--- config.mk ---
export PLATFORM = sky130hd
export DESIGN_NAME = byte_stack_machine_step
export DESIGN_NICKNAME = d
export VERILOG_FILES = /design/src/design/bsm_pkg.sv /design/src/design/byte_stack_machine_step.sv /design/src/design/bsm_stack_ram.sv /design/src/design/bsm_alu.sv
export SDC_FILE = /design/constraint.sdc
export NUM_CORES = 2
export LEC_CHECK = 0
export CORE_ASPECT_RATIO = 1.1
export CORE_UTILIZATION = 65
export CTS_CLUSTER_SIZE = 14
export DETAILED_ROUTE_END_ITERATION = 6
export DONT_BUFFER_PORTS = 1
export HOLD_SLACK_MARGIN = 0.03
export PLACE_DENSITY = 0.81
export SKIP_CTS_REPAIR_TIMING = 1
export SLEW_MARGIN = 20
export SYNTH_ARGS = -nofsm -noshare
export SYNTH_HDL_FRONTEND = slang
export SYNTH_HIERARCHICAL = 1
export SYNTH_SLANG_ARGS = --single-unit
--- constraint.sdc ---
create_clock -name i_clk -period 8.3 [get_ports i_clk]
set_input_delay 0 -clock i_clk [delete_from_list [all_inputs] [get_ports i_clk]]
set_output_delay 0 -clock i_clk [all_outputs]
set_load 0.05 [all_outputs]
--- src/design/bsm_pkg.sv ---
package bsm_pkg;

    // Instruction codes.
    localparam logic [4:0] OP_POP     = 5'd0;
    localparam logic [4:0] OP_PUSH8   = 5'd1;
    localparam logic [4:0] OP_PUSH16  = 5'd2;
    localparam logic [4:0] OP_PUSH32  = 5'd3;
    localparam logic [4:0] OP_SADD    = 5'd4;
    localparam logic [4:0] OP_SMOD    = 5'd8;
    localparam logic [4:0] OP_UADD    = 5'd9;
    localparam logic [4:0] OP_UMOD    = 5'd13;
    localparam logic [4:0] OP_END     = 5'd14;
    localparam logic [4:0] OP_CALL    = 5'd15;

    // Status codes.
    localparam logic [2:0] ST_OK        = 3'd0;
    localparam logic [2:0] ST_FINISHED  = 3'd1;
    localparam logic [2:0] ST_OVERFLOW  = 3'd2;
    localparam logic [2:0] ST_UNDERFLOW = 3'd3;
    localparam logic [2:0] ST_INVALID   = 3'd4;
    localparam logic [2:0] ST_UNDEF_FN  = 3'd5;
    localparam logic [2:0] ST_DIV_ZERO  = 3'd6;

    // Configuration register indexes.
    localparam logic [1:0] CFG_STACK_LIMIT   = 2'd0;
    localparam logic [1:0] CFG_BUILTIN_COUNT = 2'd1;
    localparam logic [1:0] CFG_BUILTIN_MASK  = 2'd2;
    localparam logic [1:0] CFG_START_ADDRESS = 2'd3;

    // Arithmetic kinds.
    localparam logic [2:0] K_ADD = 3'd0;
    localparam logic [2:0] K_SUB = 3'd1;
    localparam logic [2:0] K_MUL = 3'd2;
    localparam logic [2:0] K_DIV = 3'd3;
    localparam logic [2:0] K_MOD = 3'd4;

    typedef struct packed {
        logic [4:0]  opcode;
        logic [31:0] immediate;
    } t_in_item;

    typedef struct packed {
        logic [2:0]  status;
        logic        builtin_request;
        logic [15:0] builtin_id;
        logic [7:0]  arith_value;
        logic [15:0] next_address;
        logic [8:0]  stack_depth;
    } t_out_item;

    typedef struct packed {
        logic [2:0] kind;
        logic       sgn;
    } t_alu_req;

endpackage

--- src/design/byte_stack_machine_step.sv ---
// Channel  Direction  Handshake                     Payload
// in       input      i_in_valid / o_in_stall       i_in_item (t_in_item)
// out      output     o_out_valid / i_out_stall     o_out_item (t_out_item)
// cfg      input      i_cfg_valid / o_cfg_ready     i_cfg_index, i_cfg_data
//
// One item at a time: pop, end, invalid codes and any step that fails at decode go
// straight to the output; a push writes one byte per cycle, since the stack memory has one byte port.
// Add, subtract and multiply use two registered stack reads; a call or a divide by zero
// reads both operands and ends without the ALU; divide and modulo use the one-bit-per-cycle divider.
// Reset clears head, instruction address, configuration registers and output valid; stack bytes are not cleared.
// A stalled result sits in the output register while the next item is taken.
module byte_stack_machine_step import bsm_pkg::*; #(
    parameter int STACK_BYTES   = 256,
    parameter int BUILTIN_SLOTS = 64
) (
    input  logic       i_clk,
    input  logic       i_rst_n,
    input  logic       i_in_valid,
    output logic       o_in_stall,
    input  t_in_item   i_in_item,
    output logic       o_out_valid,
    input  logic       i_out_stall,
    output t_out_item  o_out_item,
    input  logic       i_cfg_valid,
    output logic       o_cfg_ready,
    input  logic [1:0] i_cfg_index,
    input  logic [63:0] i_cfg_data
);

    localparam int AW = $clog2(STACK_BYTES);

    typedef enum logic [7:0] {
        S_IDLE = 8'b00000001,
        S_EXEC = 8'b00000010,
        S_PUSH = 8'b00000100,
        S_RDA  = 8'b00001000,
        S_RDB  = 8'b00010000,
        S_CALC = 8'b00100000,
        S_WRES = 8'b01000000,
        S_DONE = 8'b10000000
    } t_state;

    t_state      r_state;
    logic [4:0]  r_op;
    logic [31:0] r_imm;
    logic [8:0]  r_head;
    logic [15:0] r_addr;
    logic [2:0]  r_status;
    logic        r_req;
    logic [15:0] r_id;
    logic [7:0]  r_aval, r_a, r_b;
    logic [1:0]  r_cnt;
    logic [8:0]  r_limit;
    logic [6:0]  r_bcount;
    logic [63:0] r_mask;
    logic        r_out_valid;
    t_out_item   r_out;

    logic        w_accept, w_we, w_sgn, w_alu_start, w_alu_done, w_out_free;
    logic [AW-1:0] w_waddr, w_raddr;
    logic [7:0]  w_wdata, w_rdata, w_alu_res;
    logic [16:0] w_eff;
    logic [6:0]  w_bcnt;
    logic [2:0]  w_nbytes;
    logic [15:0] w_id;
    t_alu_req    w_alu_req;

    assign w_accept    = i_in_valid && !o_in_stall;
    assign o_in_stall  = (r_state != S_IDLE);
    assign o_cfg_ready = 1'b1;
    assign w_out_free  = !r_out_valid || !i_out_stall;

    // Limits clamped to the built sizes.
    assign w_eff  = ({8'd0, r_limit} > 17'(STACK_BYTES)) ? 17'(STACK_BYTES) : {8'd0, r_limit};
    assign w_bcnt = (r_bcount > 7'(BUILTIN_SLOTS)) ? 7'(BUILTIN_SLOTS) : r_bcount;

    // Decode of push length and arithmetic kind.
    assign w_nbytes = (r_op == OP_PUSH8) ? 3'd1 : (r_op == OP_PUSH16) ? 3'd2 : 3'd4;
    assign w_sgn    = (r_op <= OP_SMOD);
    assign w_alu_req.sgn  = w_sgn;
    assign w_alu_req.kind = w_sgn ? 3'(r_op - OP_SADD) : 3'(r_op - OP_UADD);
    assign w_id     = {r_a, r_b};

    // Stack memory port control.
    always_comb begin
        w_we    = 1'b0;
        w_waddr = AW'(r_head + {7'd0, r_cnt});
        w_wdata = r_imm[8*r_cnt +: 8];
        w_raddr = AW'(r_head - 9'd1);
        if (r_state == S_PUSH) begin
            w_we = 1'b1;
        end else if (r_state == S_WRES) begin
            w_waddr = AW'(r_head);
            w_wdata = w_alu_res;
            w_we    = w_alu_done && ({8'd0, r_head} + 17'd1 < w_eff);
        end
        if (r_state == S_RDA) begin
            w_raddr = AW'(r_head - 9'd2);
        end
    end

    assign w_alu_start = (r_state == S_CALC) && (r_op != OP_CALL)
        && !(((w_alu_req.kind == K_DIV) || (w_alu_req.kind == K_MOD)) && r_b == 8'd0);

    bsm_stack_ram #(.AW(AW)) u_ram (
        .i_clk  (i_clk),
        .i_we   (w_we),
        .i_waddr(w_waddr),
        .i_wdata(w_wdata),
        .i_raddr(w_raddr),
        .o_rdata(w_rdata)
    );

    bsm_alu u_alu (
        .i_clk   (i_clk),
        .i_rst_n (i_rst_n),
        .i_start (w_alu_start),
        .i_req   (w_alu_req),
        .i_a     (r_a),
        .i_b     (r_b),
        .o_done  (w_alu_done),
        .o_result(w_alu_res)
    );

    // Instruction sequencer.
    always_ff @(posedge i_clk) begin
        if (!i_rst_n) begin
            r_state     <= S_IDLE;
            r_head      <= 9'd0;
            r_addr      <= 16'd0;
            r_limit     <= 9'd256;
            r_bcount    <= 7'd0;
            r_mask      <= 64'd0;
            r_out_valid <= 1'b0;
        end else begin
            if (r_state == S_DONE && w_out_free) begin
                r_out_valid <= 1'b1;
            end else if (r_out_valid && !i_out_stall) begin
                r_out_valid <= 1'b0;
            end
            if (i_cfg_valid && o_cfg_ready) begin
                case (i_cfg_index)
                    CFG_STACK_LIMIT:   r_limit  <= i_cfg_data[8:0];
                    CFG_BUILTIN_COUNT: r_bcount <= i_cfg_data[6:0];
                    CFG_BUILTIN_MASK:  r_mask   <= i_cfg_data;
                    CFG_START_ADDRESS: r_addr   <= i_cfg_data[15:0];
                    default: ;
                endcase
            end
            case (r_state)
                S_IDLE: begin
                    if (w_accept) begin
                        r_op     <= i_in_item.opcode;
                        r_imm    <= i_in_item.immediate;
                        r_status <= ST_OK;
                        r_req    <= 1'b0;
                        r_id     <= 16'd0;
                        r_aval   <= 8'd0;
                        r_cnt    <= 2'd0;
                        r_state  <= S_EXEC;
                    end
                end
                S_EXEC: begin
                    r_state <= S_DONE;
                    if (r_op == OP_POP) begin
                        r_addr <= r_addr + 16'd2;
                        if (r_head < {1'b0, r_imm[7:0]}) begin
                            r_status <= ST_UNDERFLOW;
                        end else begin
                            r_head <= r_head - {1'b0, r_imm[7:0]};
                        end
                    end else if (r_op == OP_PUSH8 || r_op == OP_PUSH16 || r_op == OP_PUSH32) begin
                        r_addr <= r_addr + 16'(w_nbytes) + 16'd1;
                        if ({8'd0, r_head} + 17'(w_nbytes) >= w_eff) begin
                            r_status <= ST_OVERFLOW;
                        end else begin
                            r_state <= S_PUSH;
                        end
                    end else if (r_op >= OP_SADD && r_op <= OP_UMOD) begin
                        r_addr <= r_addr + 16'd1;
                        if (r_head < 9'd2) begin
                            // A lone byte is still popped before the failure.
                            r_status <= ST_UNDERFLOW;
                            r_head   <= 9'd0;
                        end else begin
                            r_state <= S_RDA;
                        end
                    end else if (r_op == OP_END) begin
                        r_addr   <= 16'd0;
                        r_status <= ST_FINISHED;
                    end else if (r_op == OP_CALL) begin
                        r_addr <= r_addr + 16'd1;
                        if (r_head < 9'd2) begin
                            r_status <= ST_UNDERFLOW;
                        end else begin
                            r_state <= S_RDA;
                        end
                    end else begin
                        r_status <= ST_INVALID;
                    end
                end
                S_PUSH: begin
                    r_cnt <= r_cnt + 2'd1;
                    if ({1'b0, r_cnt} == w_nbytes - 3'd1) begin
                        r_head  <= r_head + 9'(w_nbytes);
                        r_state <= S_DONE;
                    end
                end
                S_RDA: begin
                    r_a     <= w_rdata;
                    r_state <= S_RDB;
                end
                S_RDB: begin
                    r_b     <= w_rdata;
                    r_head  <= r_head - 9'd2;
                    r_state <= S_CALC;
                end
                S_CALC: begin
                    if (r_op == OP_CALL) begin
                        r_id    <= w_id;
                        r_state <= S_DONE;
                        if (w_id >= {9'd0, w_bcnt} || !r_mask[w_id[5:0]]) begin
                            r_status <= ST_UNDEF_FN;
                        end else begin
                            r_req <= 1'b1;
                        end
                    end else if (w_alu_start) begin
                        r_state <= S_WRES;
                    end else begin
                        r_status <= ST_DIV_ZERO;
                        r_state  <= S_DONE;
                    end
                end
                S_WRES: begin
                    if (w_alu_done) begin
                        r_state <= S_DONE;
                        if (w_we) begin
                            r_head <= r_head + 9'd1;
                            r_aval <= w_alu_res;
                        end else begin
                            r_status <= ST_OVERFLOW;
                        end
                    end
                end
                S_DONE: begin
                    if (w_out_free) begin
                        r_out.status          <= r_status;
                        r_out.builtin_request <= r_req;
                        r_out.builtin_id      <= r_id;
                        r_out.arith_value     <= r_aval;
                        r_out.next_address    <= r_addr;
                        r_out.stack_depth     <= r_head;
                        r_state               <= S_IDLE;
                    end
                end
                default: r_state <= S_IDLE;
            endcase
        end
    end

    assign o_out_valid = r_out_valid;
    assign o_out_item  = r_out;

endmodule

--- src/design/bsm_stack_ram.sv ---
module bsm_stack_ram #(
    parameter int AW = 8
) (
    input  logic          i_clk,
    input  logic          i_we,
    input  logic [AW-1:0] i_waddr,
    input  logic [7:0]    i_wdata,
    input  logic [AW-1:0] i_raddr,
    output logic [7:0]    o_rdata
);

    logic [7:0] r_mem [2**AW];
    logic [7:0] r_rdata;

    // Byte-wide stack store with registered read data.
    always_ff @(posedge i_clk) begin
        if (i_we) begin
            r_mem[i_waddr] <= i_wdata;
        end
        r_rdata <= r_mem[i_raddr];
    end

    assign o_rdata = r_rdata;

endmodule

--- src/design/bsm_alu.sv ---
module bsm_alu import bsm_pkg::*; (
    input  logic      i_clk,
    input  logic      i_rst_n,
    input  logic      i_start,
    input  t_alu_req  i_req,
    input  logic [7:0] i_a,
    input  logic [7:0] i_b,
    output logic      o_done,
    output logic [7:0] o_result
);

    logic       r_busy, r_done;
    logic [2:0] r_cnt;
    logic [7:0] r_quo, r_rem, r_div, r_res;
    logic       r_qneg, r_rneg, r_mod;
    logic [7:0] w_amag, w_bmag;
    logic [8:0] w_trial;
    logic       w_ge;
    logic [7:0] w_rem_nx, w_quo_nx;

    // Magnitudes of the operands for the signed divide.
    assign w_amag = (i_req.sgn && i_a[7]) ? 8'(-i_a) : i_a;
    assign w_bmag = (i_req.sgn && i_b[7]) ? 8'(-i_b) : i_b;

    // One restoring divide step per cycle.
    assign w_trial  = {r_rem, r_quo[7]};
    assign w_ge     = w_trial >= {1'b0, r_div};
    assign w_rem_nx = w_ge ? 8'(w_trial - {1'b0, r_div}) : w_trial[7:0];
    assign w_quo_nx = {r_quo[6:0], w_ge};

    always_ff @(posedge i_clk) begin
        if (!i_rst_n) begin
            r_busy <= 1'b0;
            r_done <= 1'b0;
        end else begin
            r_done <= 1'b0;
            if (i_start) begin
                r_qneg <= i_req.sgn && (i_a[7] ^ i_b[7]);
                r_rneg <= i_req.sgn && i_a[7];
                r_mod  <= (i_req.kind == K_MOD);
                case (i_req.kind)
                    K_ADD: begin
                        r_res  <= i_a + i_b;
                        r_done <= 1'b1;
                    end
                    K_SUB: begin
                        r_res  <= i_a - i_b;
                        r_done <= 1'b1;
                    end
                    K_MUL: begin
                        r_res  <= 8'(i_a * i_b);
                        r_done <= 1'b1;
                    end
                    default: begin
                        r_busy <= 1'b1;
                        r_cnt  <= 3'd0;
                        r_quo  <= w_amag;
                        r_rem  <= 8'd0;
                        r_div  <= w_bmag;
                    end
                endcase
            end else if (r_busy) begin
                r_quo <= w_quo_nx;
                r_rem <= w_rem_nx;
                r_cnt <= r_cnt + 3'd1;
                if (r_cnt == 3'd7) begin
                    // Last step: apply the signs of the truncating divide.
                    r_busy <= 1'b0;
                    r_done <= 1'b1;
                    if (r_mod) begin
                        r_res <= r_rneg ? 8'(-w_rem_nx) : w_rem_nx;
                    end else begin
                        r_res <= r_qneg ? 8'(-w_quo_nx) : w_quo_nx;
                    end
                end
            end
        end
    end

    assign o_done   = r_done;
    assign o_result = r_res;

endmodule

==> reports/metrics.cfg <==
[clocking]
clockBufferDepth = 3
clkSinkCount = 2346
clk_latency_ps = 860
h-tree-depth = 4
root_buffer = clkbuf_16
cts_made_buffers = 212
cts_tree = built
path_clk_slew_ps = 60

[final_layout]
layout_common_cells = edfxtp_1 (2,222), mux4_2 (481), nor2_1 (416)
final_layout_size_suffix_gt1_share_pct = 15.7
fin_nets = 5975
nFillCells = 8032
final_cell_count_no_fill = 7881
final_common_cell = edfxtp_1
area_growth_pct = 10.9

[route]
drt_wl_total_um = 267000
drtIter0Drc = 9859
avgRoutedWirePerCell_um = 33.8
vias = 57547
drtPass1Iterations = 7
via_per_inst = 7.30
ant_nets = 0
drc = 4

[grt]
overflow = 0
antenna_found_initial = 12
grt_max_degree = 257
grt_pass1_wl_um = 368000
grt_pass1_vias = 54672
track_usage_pct = 33.8

[sta]
finalHoldViolCount = 0
tightest_slew_ps = 1230
finalSetupTns_ps = 0
fmax_ghz = 0.163
period_minus_slack_ps = 6130
clock_skew_ps = 38.5
period_share_pct = 73.8
setup_viol = 0
rsz0062_at_grt = no
slew_headroom_pct = 17.1
maxSlewViolCount = 0

[floorplanning]
fp.dieW_um = 370
initial_utilization_pct = 65.5
die-area_um2 = 151000
design.core.area_um2 = 148000
die_h_um = 407
io_pins = 164
row_count = 148

[flow_run]
maxCapViolations = 0

[power_and_ir_drop]
irDropWorstVdd_uv = 237
p_leak_nw = 35.4
powerDensity_nw_per_um2 = 238

[setup_path]
path_class = reg2reg
cp.required_ps = 8960
startpoint_type = flip-flop
arrival_ps = 6790
crit_path_end_kind = flip-flop
crit_fanout = 89

[synthesis]
ys_warn_count = 6
syn_avg_cell_area_um2 = 17.5
ys_seq_area_share_pct = 71.3
ys_ff_latch = 2346
syn_nets = 5772
syn-cell-area_um2 = 97100
synth_cell_types = 108
synth-edff-count = 2222
synth_flop_cell = edfxtp_1
async_reset_ff_share_pct = 0
postSynthCellCount = 5555

[min_path]
min_path_type = in2reg

[placed_design]
gp_congestion = 0.969
port-buffer-count = 0
dp_hpwl_um = 152000
placedCellCount = 7254

[outcome]
violations = design-rule violations
status = complete, but fails checks

## Yosys cell counts, types with 11 or more instances
library cell,instances,area (um2)
a21o_1,21,158
and3_1,14,87.6
a221oi_1,19,166
clkbuf_1,193,724
a31oi_1,19,119
nand3b_1,11,82.6
a22oi_1,136,1020
nand2_1,306,1150
inv_1,88,330
xnor2_1,72,631
xor2_1,46,403
buf_1,28,105
mux2i_1,164,1640
nand3_1,66,330
o21a_1,13,97.6
nor2b_1,49,307
dfxtp_1,124,2480
and2_1,47,294
o21ai_0,77,385
nand2b_1,16,100
nor2_1,423,1590
buf_8,13,195
a21oi_1,247,1240
fa_1,19,380
nor3_1,54,270
a22o_1,11,96.3
or3_1,11,68.8
o211ai_1,23,173
nor3b_1,12,90.1
a211oi_1,34,255
nand4_1,21,131
o221ai_1,50,438
o22ai_1,35,219
mux4_2,481,10800
buf_4,29,218
buf_6,26,293
edfxtp_1,2222,66700
buf_2,41,205
o31ai_1,12,90.1
nor4_1,35,219
ha_1,90,1130
## through the flow
stage / area [um2] / total power [mW] / util, % / hold slack [ps] / setup WS [ps]
after global placement: 98600 / 16.2 / 66.6 / 98.9 / 2630
after detailed placement: 98600 / 16.2 / 66.6 / 98.9 / 2480
final: 108000 / 25.7 / 72.7 / 49.7 / 2170
after CTS: 105000 / 25.4 / 71.0 / -808 / 2380
after floorplan: 97100 / 15.3 / - / 98.9 / 3120
after global routing: 108000 / 26.2 / 72.7 / 36.4 / 2130
## final cells by class
| cell class | instances | area, um2 | share of cell area (%) |
|---|---|---|---|
| flip-flops and latches | 2346 | 69200 | 64.3 |
| multi-input cells | 2779 | 25900 | 24.0 |
| clock buffers | 278 | 5720 | 5.31 |
| repair buffers | 327 | 3260 | 3.03 |
| well taps | 1950 | 2440 | 2.27 |
| clock inverters | 99 | 796 | 0.739 |
| inverters | 92 | 347 | 0.322 |
| diodes | 10 | 25.0 | 0.0232 |
## critical path, stage by stage (launching register included)
cell and delay [ps]:
dfxtp_1 370, nor4_4 480, nand4b_1 650, xnor2_2 660
buf_4 560, buf_12 520, mux4_2 610, mux4_2 510
nor2b_1 160, nor4_1 990, nor4_1 170
## report_power, final
| group | total [mW] | internal, mW | switching [mW] |
|---|---|---|---|
| registers | 13.5 | 13.4 | 0.111 |
| logic | 2.79 | 0.821 | 1.97 |
| clock network | 9.40 | 5.14 | 4.26 |
| total | 25.7 | 19.3 | 6.33 |
## sequential cells by signal, indices dropped and copies added, names as in the netlist, 3 cells and up
signal,count
r_limit,9
r_id,16
o_out_item,53
r_aval,8
r_imm,32
r_mask,64
r_status,3
r_addr,16
r_b,8
r_op,5
u_alu/o_result,8
r_head,9
u_alu/r_quo,8
r_bcount,7
r_a,8
u_alu/r_div,8
u_ram/r_mem,2048
r_state,8
u_alu/r_cnt,3
u_alu/r_rem,8
u_ram/o_rdata,8
## path summary, 6_finish.rpt
path	cells after the start	slack [ps]	endpoint	start
max reg2reg	10	2170	u_ram/o_rdata[1]	r_state[7]
max	10	2170	u_ram/o_rdata[1]	r_state[7]
min	3	50	r_mask[5]	i_cfg_data[5]
min reg2reg	0	420	o_out_item[35]	r_id[2]
## per-layer routing
metal	global-route usage [%]	vias to the layer above	wire (um)
li1	-	22569	-
met1	42.4	28662	86500
met2	55.2	5145	129000
met3	7.79	1159	32400
met4	17.9	12	18400
met5	0	-	92
## cells by family after synthesis
kind of cell	share of synthesized area [%]
flops	71.3
other cells	0.00386
xor+xnor	1.06
mux	13.0
simple gates	5.33
compound gates	5.47
fa+ha+maj	1.57
buf+inv	2.31
(Power assumes the default switching activity.)
